==> src/rtl/bbl_pkg.sv <==
package bbl_pkg;

   localparam logic [17:0] MEM_SPAN = 18'(65536);
   localparam logic [19:0] COUNT_MAX = 20'hFFFFF;

   // parse phases
   localparam logic [3:0] PH_START   = 4'd0;
   localparam logic [3:0] PH_TYPE    = 4'd1;
   localparam logic [3:0] PH_ADDR_LO = 4'd2;
   localparam logic [3:0] PH_ADDR_HI = 4'd3;
   localparam logic [3:0] PH_LEN_LO  = 4'd4;
   localparam logic [3:0] PH_LEN_HI  = 4'd5;
   localparam logic [3:0] PH_DATA    = 4'd6;
   localparam logic [3:0] PH_RUN_LO  = 4'd7;
   localparam logic [3:0] PH_RUN_HI  = 4'd8;
   localparam logic [3:0] PH_DONE    = 4'd9;
   localparam logic [3:0] PH_RAW     = 4'd10;
   localparam logic [3:0] PH_FAILED  = 4'd11;

   // record types
   localparam logic [7:0] REC_BLOCK = 8'd1;
   localparam logic [7:0] REC_RUN   = 8'd2;

   // result kinds
   localparam logic [1:0] KIND_WRITE  = 2'd0;
   localparam logic [1:0] KIND_DONE   = 2'd1;
   localparam logic [1:0] KIND_FAILED = 2'd2;

   // error codes
   localparam logic [2:0] ERR_NONE       = 3'd0;
   localparam logic [2:0] ERR_TRUNC_HDR  = 3'd1;
   localparam logic [2:0] ERR_TRUNC_DATA = 3'd2;
   localparam logic [2:0] ERR_PAST_SPACE = 3'd3;
   localparam logic [2:0] ERR_BAD_TYPE   = 3'd4;

   // register indexes
   localparam logic [2:0] REG_HEADER_MODE = 3'd0;
   localparam logic [2:0] REG_LOAD_BASE   = 3'd1;
   localparam logic [2:0] REG_RUN_ENABLE  = 3'd2;
   localparam logic [2:0] REG_RUN_START   = 3'd3;
   localparam logic [2:0] REG_ALL_RAM     = 3'd4;

   typedef struct packed {
      logic        header_mode;
      logic [15:0] load_base;
      logic        run_enable;
      logic [15:0] run_start;
      logic        all_ram_mode;
   } cfg_type;

   typedef struct packed {
      logic [1:0]  result_kind;
      logic [15:0] write_address;
      logic [7:0]  write_byte;
      logic        write_all_ram;
      logic        run_valid;
      logic [15:0] run_address_out;
      logic [2:0]  error_code;
      logic [19:0] loaded_count;
      logic        final_result;
   } result_type;

   // up to two words handed from the parser to the queue at once
   typedef struct packed {
      logic [1:0] count;
      result_type word0;
      result_type word1;
   } push_type;

endpackage

==> src/rtl/bbl_req_if.sv <==
interface bbl_req_if;
   logic       valid;
   logic       ready;
   logic [7:0] byte_value;
   logic       byte_present;
   logic       end_of_file;

   modport source (output valid, byte_value, byte_present, end_of_file, input ready);
   modport sink (input valid, byte_value, byte_present, end_of_file, output ready);
endinterface

==> src/rtl/bbl_rsp_if.sv <==
interface bbl_rsp_if;
   logic        valid;
   logic        ready;
   logic [1:0]  result_kind;
   logic [15:0] write_address;
   logic [7:0]  write_byte;
   logic        write_all_ram;
   logic        run_valid;
   logic [15:0] run_address_out;
   logic [2:0]  error_code;
   logic [19:0] loaded_count;
   logic        final_result;

   modport source (output valid, result_kind, write_address, write_byte, write_all_ram,
                   run_valid, run_address_out, error_code, loaded_count, final_result,
                   input ready);
   modport sink (input valid, result_kind, write_address, write_byte, write_all_ram,
                 run_valid, run_address_out, error_code, loaded_count, final_result,
                 output ready);
endinterface

==> src/rtl/bbl_csr_if.sv <==
interface bbl_csr_if;
   logic        valid;
   logic        ready;
   logic [2:0]  index;
   logic [15:0] data;

   modport source (output valid, index, data, input ready);
   modport sink (input valid, index, data, output ready);
endinterface

==> src/rtl/binary_block_loader_parser.sv <==
// Loads a memory image one byte word at a time and turns it into memory writes, in raw mode at
// consecutive addresses from load_base, in header mode by parsing block and run records. An
// input word is taken every cycle while the queue has room; the parser settles each word
// combinationally and drops up to two results (a write or failure for the byte, plus the
// outcome for an end marker) into a four-word result queue. The response port drains one word
// per cycle while rsp ready is high; req ready drops while fewer than two queue words are free.
// Writes go out as bytes arrive; a failure later in the file does not recall them.
module binary_block_loader_parser (
   input  logic  clock,
   input  logic  reset,
   bbl_req_if.sink   req_chan,
   bbl_rsp_if.source rsp_chan,
   bbl_csr_if.sink   csr_chan
);

   bbl_pkg::cfg_type    cfg_ff, cfg_in;
   bbl_pkg::push_type   push;
   bbl_pkg::result_type head;
   logic                room;
   logic                accept;
   logic                head_valid;

   assign csr_chan.ready = 1'b1;

   always_comb begin
      cfg_in = cfg_ff;
      if (csr_chan.valid) begin
         unique case (csr_chan.index)
            bbl_pkg::REG_HEADER_MODE: cfg_in.header_mode = csr_chan.data[0];
            bbl_pkg::REG_LOAD_BASE:   cfg_in.load_base = csr_chan.data;
            bbl_pkg::REG_RUN_ENABLE:  cfg_in.run_enable = csr_chan.data[0];
            bbl_pkg::REG_RUN_START:   cfg_in.run_start = csr_chan.data;
            bbl_pkg::REG_ALL_RAM:     cfg_in.all_ram_mode = csr_chan.data[0];
            default: begin
            end
         endcase
      end
   end

   always_ff @(posedge clock) begin
      if (reset) begin
         cfg_ff.header_mode <= 1'b1;
         cfg_ff.load_base <= '0;
         cfg_ff.run_enable <= 1'b0;
         cfg_ff.run_start <= '0;
         cfg_ff.all_ram_mode <= 1'b0;
      end else begin
         cfg_ff <= cfg_in;
      end
   end

   assign req_chan.ready = room;
   assign accept = req_chan.valid && room;

   bbl_parse u_parse (
      .clock        (clock),
      .reset        (reset),
      .accept       (accept),
      .byte_value   (req_chan.byte_value),
      .byte_present (req_chan.byte_present),
      .end_of_file  (req_chan.end_of_file),
      .cfg          (cfg_ff),
      .push         (push)
   );

   bbl_queue u_queue (
      .clock     (clock),
      .reset     (reset),
      .push      (push),
      .room      (room),
      .out_valid (head_valid),
      .out_ready (rsp_chan.ready),
      .out_word  (head)
   );

   assign rsp_chan.valid = head_valid;
   assign rsp_chan.result_kind = head.result_kind;
   assign rsp_chan.write_address = head.write_address;
   assign rsp_chan.write_byte = head.write_byte;
   assign rsp_chan.write_all_ram = head.write_all_ram;
   assign rsp_chan.run_valid = head.run_valid;
   assign rsp_chan.run_address_out = head.run_address_out;
   assign rsp_chan.error_code = head.error_code;
   assign rsp_chan.loaded_count = head.loaded_count;
   assign rsp_chan.final_result = head.final_result;

   // a word with neither byte nor end marker leaves no result
   a_empty_word_silent: assert property (@(posedge clock) disable iff (reset)
      (accept && !req_chan.byte_present && !req_chan.end_of_file) |-> (push.count == 2'd0))
      else $error("empty word produced a result");

   // of two results from one word only the second is marked last
   a_final_marking: assert property (@(posedge clock) disable iff (reset)
      (push.count == 2'd2) |-> (push.word1.final_result && !push.word0.final_result))
      else $error("final marking wrong on double result");

   // nothing is pushed unless a word was taken
   a_push_needs_accept: assert property (@(posedge clock) disable iff (reset)
      !accept |-> (push.count == 2'd0))
      else $error("result pushed without an input word");

   a_idle_after_reset: assert property (@(posedge clock)
      $past(reset) |-> !rsp_chan.valid)
      else $error("response valid right after reset");

endmodule

==> src/rtl/bbl_parse.sv <==
module bbl_parse (
   input  logic             clock,
   input  logic             reset,
   input  logic             accept,
   input  logic [7:0]       byte_value,
   input  logic             byte_present,
   input  logic             end_of_file,
   input  bbl_pkg::cfg_type cfg,
   output bbl_pkg::push_type push
);

   logic [3:0]  phase_ff, phase_in;
   logic [16:0] addr_ff, addr_in;
   logic [15:0] rem_ff, rem_in;
   logic [7:0]  lo_ff, lo_in;
   logic        rflag_ff, rflag_in;
   logic [15:0] rval_ff, rval_in;
   logic [19:0] total_ff, total_in;

   always_comb begin
      logic [3:0]          ph;
      logic [16:0]         addr;
      logic [15:0]         rem;
      logic [7:0]          lo;
      logic                rflag;
      logic [15:0]         rval;
      logic [19:0]         total;
      logic [17:0]         sum;
      logic                do_fail;
      logic                do_write;
      logic [2:0]          code;
      logic                r0_v;
      logic                e_v;
      bbl_pkg::result_type r0;
      bbl_pkg::result_type e;

      ph = phase_ff;
      addr = addr_ff;
      rem = rem_ff;
      lo = lo_ff;
      rflag = rflag_ff;
      rval = rval_ff;
      total = total_ff;
      sum = '0;
      do_fail = 1'b0;
      do_write = 1'b0;
      code = bbl_pkg::ERR_NONE;
      r0_v = 1'b0;
      e_v = 1'b0;
      r0 = '0;
      e = '0;

      if (accept && byte_present) begin
         if (ph == bbl_pkg::PH_START) begin
            if (cfg.header_mode) begin
               ph = bbl_pkg::PH_TYPE;
            end else begin
               ph = bbl_pkg::PH_RAW;
               addr = {1'b0, cfg.load_base};
            end
         end
         unique case (ph)
            bbl_pkg::PH_TYPE: begin
               if (byte_value == bbl_pkg::REC_BLOCK) begin
                  ph = bbl_pkg::PH_ADDR_LO;
               end else if (byte_value == bbl_pkg::REC_RUN) begin
                  ph = bbl_pkg::PH_RUN_LO;
               end else begin
                  do_fail = 1'b1;
                  code = bbl_pkg::ERR_BAD_TYPE;
               end
            end
            bbl_pkg::PH_ADDR_LO: begin
               lo = byte_value;
               ph = bbl_pkg::PH_ADDR_HI;
            end
            bbl_pkg::PH_ADDR_HI: begin
               addr = {1'b0, byte_value, lo};
               ph = bbl_pkg::PH_LEN_LO;
            end
            bbl_pkg::PH_LEN_LO: begin
               lo = byte_value;
               ph = bbl_pkg::PH_LEN_HI;
            end
            bbl_pkg::PH_LEN_HI: begin
               rem = {byte_value, lo};
               sum = {1'b0, addr} + {2'b00, rem};
               if (sum > bbl_pkg::MEM_SPAN) begin
                  do_fail = 1'b1;
                  code = bbl_pkg::ERR_PAST_SPACE;
               end else if (rem != '0) begin
                  ph = bbl_pkg::PH_DATA;
               end else begin
                  ph = bbl_pkg::PH_TYPE;
               end
            end
            bbl_pkg::PH_DATA: begin
               rem = rem - 16'd1;
               if (rem == '0) begin
                  ph = bbl_pkg::PH_TYPE;
               end
               do_write = 1'b1;
            end
            bbl_pkg::PH_RUN_LO: begin
               lo = byte_value;
               ph = bbl_pkg::PH_RUN_HI;
            end
            bbl_pkg::PH_RUN_HI: begin
               rval = {byte_value, lo};
               rflag = 1'b1;
               ph = bbl_pkg::PH_DONE;
            end
            bbl_pkg::PH_RAW: begin
               if ({1'b0, addr} >= bbl_pkg::MEM_SPAN) begin
                  do_fail = 1'b1;
                  code = bbl_pkg::ERR_PAST_SPACE;
               end else begin
                  do_write = 1'b1;
               end
            end
            default: begin
               // done or failed: the byte is ignored
            end
         endcase

         if (do_fail) begin
            ph = bbl_pkg::PH_FAILED;
            r0_v = 1'b1;
            r0.result_kind = bbl_pkg::KIND_FAILED;
            r0.error_code = code;
            r0.loaded_count = total;
         end
         if (do_write) begin
            if (total < bbl_pkg::COUNT_MAX) begin
               total = total + 20'd1;
            end
            r0_v = 1'b1;
            r0.result_kind = bbl_pkg::KIND_WRITE;
            r0.write_address = addr[15:0];
            r0.write_byte = byte_value;
            r0.write_all_ram = cfg.all_ram_mode;
            r0.loaded_count = total;
            addr = addr + 17'd1;
         end
      end

      if (accept && end_of_file) begin
         e.loaded_count = total;
         unique case (ph)
            bbl_pkg::PH_START: begin
               e_v = 1'b1;
               e.result_kind = bbl_pkg::KIND_DONE;
               if (cfg.header_mode) begin
                  e.run_valid = rflag;
                  e.run_address_out = rflag ? rval : '0;
               end else begin
                  e.run_valid = cfg.run_enable;
                  e.run_address_out = cfg.run_enable ? cfg.run_start : '0;
               end
            end
            bbl_pkg::PH_RAW: begin
               e_v = 1'b1;
               e.result_kind = bbl_pkg::KIND_DONE;
               e.run_valid = cfg.run_enable;
               e.run_address_out = cfg.run_enable ? cfg.run_start : '0;
            end
            bbl_pkg::PH_TYPE, bbl_pkg::PH_DONE: begin
               e_v = 1'b1;
               e.result_kind = bbl_pkg::KIND_DONE;
               e.run_valid = rflag;
               e.run_address_out = rflag ? rval : '0;
            end
            bbl_pkg::PH_ADDR_LO, bbl_pkg::PH_ADDR_HI, bbl_pkg::PH_LEN_LO,
            bbl_pkg::PH_LEN_HI, bbl_pkg::PH_RUN_LO, bbl_pkg::PH_RUN_HI: begin
               e_v = 1'b1;
               e.result_kind = bbl_pkg::KIND_FAILED;
               e.error_code = bbl_pkg::ERR_TRUNC_HDR;
            end
            bbl_pkg::PH_DATA: begin
               e_v = 1'b1;
               e.result_kind = bbl_pkg::KIND_FAILED;
               e.error_code = bbl_pkg::ERR_TRUNC_DATA;
            end
            default: begin
               // after a failure the end rearms silently
            end
         endcase
         ph = bbl_pkg::PH_START;
         addr = '0;
         rem = '0;
         lo = '0;
         rflag = 1'b0;
         rval = '0;
         total = '0;
      end

      e.final_result = 1'b1;
      r0.final_result = !e_v;

      phase_in = ph;
      addr_in = addr;
      rem_in = rem;
      lo_in = lo;
      rflag_in = rflag;
      rval_in = rval;
      total_in = total;

      push.count = {1'b0, r0_v} + {1'b0, e_v};
      if (r0_v) begin
         push.word0 = r0;
         push.word1 = e;
      end else begin
         push.word0 = e;
         push.word1 = '0;
      end
   end

   always_ff @(posedge clock) begin
      if (reset) begin
         phase_ff <= bbl_pkg::PH_START;
         addr_ff <= '0;
         rem_ff <= '0;
         lo_ff <= '0;
         rflag_ff <= 1'b0;
         rval_ff <= '0;
         total_ff <= '0;
      end else begin
         phase_ff <= phase_in;
         addr_ff <= addr_in;
         rem_ff <= rem_in;
         lo_ff <= lo_in;
         rflag_ff <= rflag_in;
         rval_ff <= rval_in;
         total_ff <= total_in;
      end
   end

endmodule

==> src/rtl/bbl_queue.sv <==
module bbl_queue (
   input  logic                clock,
   input  logic                reset,
   input  bbl_pkg::push_type   push,
   output logic                room,
   output logic                out_valid,
   input  logic                out_ready,
   output bbl_pkg::result_type out_word
);

   bbl_pkg::result_type entry_ff [4];
   logic [1:0] wr_ptr_ff, wr_ptr_in;
   logic [1:0] rd_ptr_ff, rd_ptr_in;
   logic [2:0] count_ff, count_in;
   logic       pop;

   // two free words needed since one item can leave two results
   assign room = (count_ff <= 3'd2);
   assign out_valid = (count_ff != '0);
   assign out_word = entry_ff[rd_ptr_ff];
   assign pop = out_valid && out_ready;

   always_comb begin
      wr_ptr_in = wr_ptr_ff + push.count;
      rd_ptr_in = rd_ptr_ff + {1'b0, pop};
      count_in = count_ff + {1'b0, push.count} - {2'b00, pop};
   end

   always_ff @(posedge clock) begin
      if (push.count != 2'd0) begin
         entry_ff[wr_ptr_ff] <= push.word0;
      end
      if (push.count == 2'd2) begin
         entry_ff[wr_ptr_ff + 2'd1] <= push.word1;
      end
   end

   always_ff @(posedge clock) begin
      if (reset) begin
         wr_ptr_ff <= '0;
         rd_ptr_ff <= '0;
         count_ff <= '0;
      end else begin
         wr_ptr_ff <= wr_ptr_in;
         rd_ptr_ff <= rd_ptr_in;
         count_ff <= count_in;
      end
   end

endmodule
==> src/flat_wrapper.sv <==
// flat-port wrapper written by rule: the top's interface ports become plain ports
module binary_block_loader_parser_flat 
  (clock, reset, req_chan_valid, req_chan_byte_value, req_chan_byte_present, req_chan_end_of_file, req_chan_ready, rsp_chan_valid, rsp_chan_result_kind, rsp_chan_write_address, rsp_chan_write_byte, rsp_chan_write_all_ram, rsp_chan_run_valid, rsp_chan_run_address_out, rsp_chan_error_code, rsp_chan_loaded_count, rsp_chan_final_result, rsp_chan_ready, csr_chan_valid, csr_chan_index, csr_chan_data, csr_chan_ready);
  bbl_req_if req_chan_i ();
  bbl_rsp_if rsp_chan_i ();
  bbl_csr_if csr_chan_i ();
  input  logic clock;
  input  logic reset;
  input wire logic [$bits(req_chan_i.valid)-1:0] req_chan_valid;
  input wire logic [$bits(req_chan_i.byte_value)-1:0] req_chan_byte_value;
  input wire logic [$bits(req_chan_i.byte_present)-1:0] req_chan_byte_present;
  input wire logic [$bits(req_chan_i.end_of_file)-1:0] req_chan_end_of_file;
  output wire logic [$bits(req_chan_i.ready)-1:0] req_chan_ready;
  output wire logic [$bits(rsp_chan_i.valid)-1:0] rsp_chan_valid;
  output wire logic [$bits(rsp_chan_i.result_kind)-1:0] rsp_chan_result_kind;
  output wire logic [$bits(rsp_chan_i.write_address)-1:0] rsp_chan_write_address;
  output wire logic [$bits(rsp_chan_i.write_byte)-1:0] rsp_chan_write_byte;
  output wire logic [$bits(rsp_chan_i.write_all_ram)-1:0] rsp_chan_write_all_ram;
  output wire logic [$bits(rsp_chan_i.run_valid)-1:0] rsp_chan_run_valid;
  output wire logic [$bits(rsp_chan_i.run_address_out)-1:0] rsp_chan_run_address_out;
  output wire logic [$bits(rsp_chan_i.error_code)-1:0] rsp_chan_error_code;
  output wire logic [$bits(rsp_chan_i.loaded_count)-1:0] rsp_chan_loaded_count;
  output wire logic [$bits(rsp_chan_i.final_result)-1:0] rsp_chan_final_result;
  input wire logic [$bits(rsp_chan_i.ready)-1:0] rsp_chan_ready;
  input wire logic [$bits(csr_chan_i.valid)-1:0] csr_chan_valid;
  input wire logic [$bits(csr_chan_i.index)-1:0] csr_chan_index;
  input wire logic [$bits(csr_chan_i.data)-1:0] csr_chan_data;
  output wire logic [$bits(csr_chan_i.ready)-1:0] csr_chan_ready;
  assign req_chan_i.valid = req_chan_valid;
  assign req_chan_i.byte_value = req_chan_byte_value;
  assign req_chan_i.byte_present = req_chan_byte_present;
  assign req_chan_i.end_of_file = req_chan_end_of_file;
  assign req_chan_ready = req_chan_i.ready;
  assign rsp_chan_valid = rsp_chan_i.valid;
  assign rsp_chan_result_kind = rsp_chan_i.result_kind;
  assign rsp_chan_write_address = rsp_chan_i.write_address;
  assign rsp_chan_write_byte = rsp_chan_i.write_byte;
  assign rsp_chan_write_all_ram = rsp_chan_i.write_all_ram;
  assign rsp_chan_run_valid = rsp_chan_i.run_valid;
  assign rsp_chan_run_address_out = rsp_chan_i.run_address_out;
  assign rsp_chan_error_code = rsp_chan_i.error_code;
  assign rsp_chan_loaded_count = rsp_chan_i.loaded_count;
  assign rsp_chan_final_result = rsp_chan_i.final_result;
  assign rsp_chan_i.ready = rsp_chan_ready;
  assign csr_chan_i.valid = csr_chan_valid;
  assign csr_chan_i.index = csr_chan_index;
  assign csr_chan_i.data = csr_chan_data;
  assign csr_chan_ready = csr_chan_i.ready;
  binary_block_loader_parser u_core (.clock(clock), .reset(reset), .req_chan(req_chan_i), .rsp_chan(rsp_chan_i), .csr_chan(csr_chan_i));
endmodule
==> config.mk <==
export PLATFORM = sky130hd
export DESIGN_NAME = binary_block_loader_parser_flat
export DESIGN_NICKNAME = d
export VERILOG_FILES = /design/src/rtl/bbl_pkg.sv /design/src/rtl/bbl_req_if.sv /design/src/rtl/bbl_rsp_if.sv /design/src/rtl/bbl_csr_if.sv /design/src/rtl/binary_block_loader_parser.sv /design/src/rtl/bbl_parse.sv /design/src/rtl/bbl_queue.sv /design/src/flat_wrapper.sv
export SDC_FILE = /design/constraint.sdc
export NUM_CORES = 1
export LEC_CHECK = 0
export BUFFER_PORTS_ARGS = -buffer_cell sky130_fd_sc_hd__buf_2
export CAP_MARGIN = 10
export CORE_MARGIN = 2
export CORE_UTILIZATION = 50
export DETAILED_ROUTE_END_ITERATION = 16
export HOLD_SLACK_MARGIN = 0.05
export PLACE_DENSITY = 0.67
export SYNTH_ARGS = -nofsm -noshare
export SYNTH_HDL_FRONTEND = slang
export SYNTH_SLANG_ARGS = --single-unit
==> constraint.sdc <==
create_clock -name clock -period 17.28 [get_ports clock]
set_clock_uncertainty 0.1 [all_clocks]
set_input_delay 1.728 -clock clock [delete_from_list [all_inputs] [get_ports clock]]
set_output_delay 1.728 -clock clock [all_outputs]
set_load 0.01 [all_outputs]
# ---- Yosys cells after proc, flatten, opt, wreduce, memory -nomap -nowiden
# Memories as Yosys holds them, arrays and structs flattened. A register that Yosys moved wholly into a read port is not among the register bits.
# Index checks and enable logic that the tools add are counted.
dict set report totals {
  regBits 124
  latch_bits 0
  ramBits 272
  romBits 0
  in_bits 34
  output_inout_bits 71
  wordCells 147
  mem_count 1
}
dict set report classes {
  addsub 10
  mul 0
  div_mod_pow 0
  magnitude_cmp 4
  eq_ne 26
  n_shift 0
  mux 64
  bitwise_logic 0
  n_reduce_logical 27
}
# memory depth word_bits rd rd_clocked_by_memory_dff write_ports line
set mem_list {}
lappend mem_list {u_core.u_queue.entry_ff 4 68 1 1 2 bbl_queue.sv:11} ;# bbl_pkg::result_type entry_ff [4];
# op n
set op_table {}
lappend op_table {{136-bit two-way mux} 1}
lappend op_table {{17-bit two-way mux} 7}
lappend op_table {{20-bit two-way mux} 4}
lappend op_table {{16-bit two-way mux} 4}
lappend op_table {{27-bit two-way mux} 2}
lappend op_table {{17-bit case mux with 3 select lines} 1}
lappend op_table {{23-bit two-way mux} 2}
lappend op_table {{40-bit two-way mux} 1}
lappend op_table {{4-bit two-way mux} 9}
lappend op_table {{4-bit by 3-bit == test with 1-bit output, second input constant} 8}
lappend op_table {{16-bit case mux with 2 select lines} 1}
lappend op_table {{4-bit case mux with 8 select lines} 1}
lappend op_table {{20-bit by 1-bit adder with 20-bit output, second input constant} 1}
lappend op_table {{4-bit == test, second input constant} 5}
lappend op_table {{20-bit less-than comparator, second input constant} 1}
lappend op_table {{17-bit by 16-bit adder with 18-bit output} 1}
lappend op_table {{18-bit by 17-bit > comparator with 1-bit output, second input constant} 1}
lappend op_table {{1-bit two-way mux} 18}
lappend op_table {{17-bit by 1-bit adder with 17-bit output, second input constant} 1}
lappend op_table {{17-bit >= comparator, second input constant} 1}
lappend op_table {{4-bit by 2-bit == test with 1-bit output, second input constant} 4}
lappend op_table {{16-bit zero test} 1}
lappend op_table {{16-bit nonzero test} 1}
lappend op_table {{16-bit by 1-bit subtractor with 16-bit output, second input constant} 1}
lappend op_table {{33 further kinds} 54}

# ---- Logic depth before layout (Yosys ltp)
dict set report logic_depth {
  depth_word 19
  ltp_mapped 29
  mapped_depth_nobuf 26
}

# ---- Hierarchy
# A second synthesis with hierarchy kept.
dict set report hier_totals {
  hier_cells 1917
  area_unflattened_um2 22898.2
}
# mod instances cells_per_inst area_per_inst_um2 seq_area_each_um2
set modules_own_cells {}
lappend modules_own_cells {bbl_queue 1 705 13621.8 8308.0}
lappend modules_own_cells {bbl_parse 1 1072 7772.5 1641.6}
lappend modules_own_cells {binary_block_loader_parser 1 140 1503.9 700.7}

# ---- Worst setup path before layout
# Ideal clock, no wire load.
dict set report synth_path {
  path_kind {reg-to-reg}
  startpoint {register u_core.cfg_ff[34] (netlist name)}
  endpoint {memory u_core.u_queue.entry_ff[1][0] (netlist name) (enable)}
  setup_ns 0.396
  arrival_time_ns 6.965
  required_time_ns 16.784
  setup_slack_ns 9.819
  stages_incl_launch_ff 24
  synth_period_minus_slack_ns 7.461
  cell_sequence {dfxtp_1 > nor2_1 > nand2_1 > buf_1 > mux2_2 > ha_1 > fa_1 > a21o_1 > a221oi_4 > a2111o_1 > nand4_1 > or4b_4 > nor4_4 > a32oi_1 > o22ai_1 > a21oi_1 > or2_2 > clkbuf_1 > and2_1 > ha_1 > nor3b_1 > nor2_1 > clkbuf_1 > inv_1}
}
# item line
set synth_lines {}
lappend synth_lines {{from (decl)} binary_block_loader_parser.sv:16} ;# bbl_pkg::cfg_type cfg_ff, cfg_in;
lappend synth_lines {{from (signal assigned)} binary_block_loader_parser.sv:48} ;# cfg_ff <= cfg_in;
lappend synth_lines {{to (decl)} bbl_queue.sv:11}

==> out/qor.csv <==
metric,value,unit
crit_arrival,9.44,ns
setup_viol,0,
cp_data_required_time,17.52,ns
post_cts.repair.setup_buffers,0,
yosysWarnings,0,
slowest_stage,dfxtp_1,
final_common_cell,nand2_1,
leakage,7.50,nW
grt_pass1_vias,15700,
clk_pin_slew,0.06,ns
final_area,0.0221,sq mm
postCtsHoldBufs,0,
ys_async_sr_fraction,0,
ys_ff_latch,396,
regArea,0.00962,sq mm
dp_hpwl,37700,um
wl_per_cell,22.6,um
ys_seq_area_frac,0.482,
cts_htree_levels,2,
clockBufferDepth,3,
cp_max_fo,21,
initial_utilization,0.504,
end_kind,register,
antenna_found_initial,2,
insertedDiodeCount,0,
via_per_inst,6.34,
worstSetupPathType,reg2reg,
cap_violations,0,
layout_setup_ws,8.09,ns
post-route-period-util,0.532,
core,0.0395,sq mm
fp.dieW,204,um
cts_sinks,396,
gp_congestion,0.905,
avgSynthCellArea,10.0,sq um
rows,73,
drt_wl_total,57900,um
route.detailed.drc,0,
ys.flop_type,dfxtp_1,
cts_tree,done,
cp-start-kind,register,
nNetsFinal,2071,
dr.pass1.iters,6,
synth_area,0.0199,sq mm
synth.distinct_cells,85,
multi_input_area,0.00964,sq mm
dpl_cell_area,0.0207,sq mm
rsz0062_at_grt,no,
cts_made_buffers,43,
final_antenna_net_count,0,
cts-root-buf,clkbuf_16,
powerDensity,120,mW/mm^2
overflow,0,
die_area,0.0415,sq mm
slew_violations,0,
synth-edff-count,168,
postSynthCellCount,1986,
finalHoldViolCount,0,
hold_path_class,reg2reg,
max_stage_delay,0.85,ns
dieHeight,204,um
dr.first_iter.drc_count,1381,
grt_max_degree,63,
fin_crit,9.19,ns
grt_pass1_wl,88600,um
fill_cells,3369,
layout-drive-gt1-share,0.164,
dp_slack,8.26,ns
cp_cell_sequence,nor2_1 -> nand2_1 -> mux2_2 -> ha_1 -> fa_1 -> a21o_1 -> a221oi_4 -> a2111o_1 -> nand4_1 -> or4b_4 -> nor4_4 -> a31oi_2 -> o22ai_1 -> a21oi_1 -> or2_2 -> and2_1 -> ha_1 -> or3b_2 -> o21ai_2 -> nand2_1 -> o32ai_1,
vdd_drop_max,0.0771,mV
top_level_ports,105,
track_usage,0.276,
outcome,"finished, final reports clean",
port-buffer-count,103,
cts-resized-gates,0,
layout_common_cells,"nand2_1 (318), dfxtp_1 (226), edfxtp_1 (168)",
area_delta_synth_final,10.6,%
worst_pin_slew,1.15,ns
setup_tns,0,ns
final_util,0.558,
clock_latency,0.56,ns
synth_fp_nets,2054,
num_vias,16200,
fin_hold_ws,0.351,ns
fmax,109,MHz
slew_headroom,0.232,
-- cell families (layout without fill, tap and decap cells) --
| family | after synthesis | in the layout | share of synthesized area |
|---|---|---|---|
| AND/OR/NAND/NOR | 682 | 682 | 0.154 |
| multiplexers | 120 | 120 | 0.105 |
| XOR/XNOR | 47 | 47 | 0.0206 |
| adder cells (fa/ha/maj) | 34 | 34 | 0.0221 |
| AO/OA/AOI/OAI | 532 | 532 | 0.180 |
| flip-flops | 396 | 396 | 0.482 |
| other | 1 | 1 | 0.000188 |
| buffers and inverters | 174 | 224 | 0.0359 |
-- through the flow --
step                      total power [W]  instances
after floorplan                   0.00154       1986
after global routing              0.00275       2561
after global placement            0.00174       2483
final                             0.00265       2561
after detailed placement          0.00175       2483
after CTS                         0.00266       2561
-- sequential cells by signal, indices dropped and copies added, names as in the netlist --
signal / count
u_core.u_queue.entry_ff: 272
u_core.cfg_ff: 35
u_core.u_parse.total_ff: 20
u_core.u_parse.addr_ff: 17
u_core.u_parse.rem_ff: 16
u_core.u_parse.rval_ff: 16
u_core.u_parse.lo_ff: 8
u_core.u_parse.phase_ff: 4
u_core.u_queue.count_ff: 3
u_core.u_queue.rd_ptr_ff: 2
u_core.u_queue.wr_ptr_ff: 2
u_core.u_parse.rflag_ff: 1
-- where the power goes --
part / leakage [nW] / switching (W) / internal [W]
Sequential: 3.53 / 0.0000539 / 0.00107
Clock: 0.687 / 0.000376 / 0.000539
Combinational: 3.28 / 0.000389 / 0.000225
-- routing by layer --
metal  vias to the layer above  GRT usage  share of wire
li1                       7454          -              -
met1                      7921      0.357           0.40
met2                       744      0.466           0.49
met3                       110     0.0372          0.075
met4                         0      0.113          0.033
met5                         -          0              0
-- cell type report --
cell class	instances	share of cell area
clock buffer	62	0.0557
timing repair buffer	122	0.0298
tap	525	0.0298
sequential	396	0.436
multi-input combinational	1416	0.437
inverter	24	0.00409
clock inverter	16	0.00760
-- critical path, delay by kind of cell, from the launching register on --
family / cells / cell delay, ns
simple gates: 9 / 3.59
compound gates: 8 / 3.09
fa+ha+maj: 3 / 0.91
flops: 1 / 0.85
mux: 1 / 0.42
-- synth_stat cells (8+ instances only) --
| cell type | count | area share |
|---|---|---|
| inv_1 | 23 | 0.0043 |
| a21oi_1 | 113 | 0.028 |
| mux2i_1 | 18 | 0.0090 |
| nor3_1 | 34 | 0.0085 |
| nor2_1 | 164 | 0.031 |
| mux2_2 | 34 | 0.019 |
| nor4_1 | 11 | 0.0035 |
| nor2b_1 | 22 | 0.0069 |
| dfxtp_1 | 228 | 0.23 |
| a31oi_1 | 9 | 0.0028 |
| a211oi_1 | 20 | 0.0075 |
| a22o_1 | 36 | 0.016 |
| edfxtp_1 | 168 | 0.25 |
| xnor2_1 | 26 | 0.011 |
| nand3_1 | 35 | 0.0088 |
| or3_1 | 9 | 0.0028 |
| nand2_1 | 318 | 0.060 |
| mux4_2 | 68 | 0.077 |
| o21a_1 | 17 | 0.0064 |
| o22ai_1 | 79 | 0.025 |
| and2_1 | 11 | 0.0035 |
| or2_2 | 8 | 0.0025 |
| a21o_1 | 8 | 0.0030 |
| buf_2 | 11 | 0.0028 |
| and3_1 | 16 | 0.0050 |
| clkbuf_1 | 120 | 0.023 |
| o32ai_1 | 51 | 0.022 |
| ha_1 | 32 | 0.020 |
| o21ai_0 | 114 | 0.029 |
| o2bb2ai_1 | 17 | 0.0075 |
| buf_1 | 12 | 0.0023 |
| nand4_1 | 14 | 0.0044 |
| xor2_1 | 21 | 0.0092 |
-- final timing paths --
check / startpoint / end / slack (ns) / cells after the start
setup / recovery: u_core.u_parse.phase_ff[0]$_SDFF_PP0_ / u_core.u_queue.entry_ff[1][37]$_DFFE_PP_ / 8.09 / 21
hold / removal: u_core.u_queue.entry_ff[1][54]$_SDFFE_PP0P_ / u_core.u_queue.entry_ff[1][54]$_SDFFE_PP0P_ / 0.35 / 2
setup reg to reg: u_core.u_parse.phase_ff[0]$_SDFF_PP0_ / u_core.u_queue.entry_ff[1][37]$_DFFE_PP_ / 8.09 / 21
hold reg to reg: u_core.u_queue.entry_ff[1][54]$_SDFFE_PP0P_ / u_core.u_queue.entry_ff[1][54]$_SDFFE_PP0P_ / 0.35 / 2
Note: power is estimated with default switching activity, not from simulation.
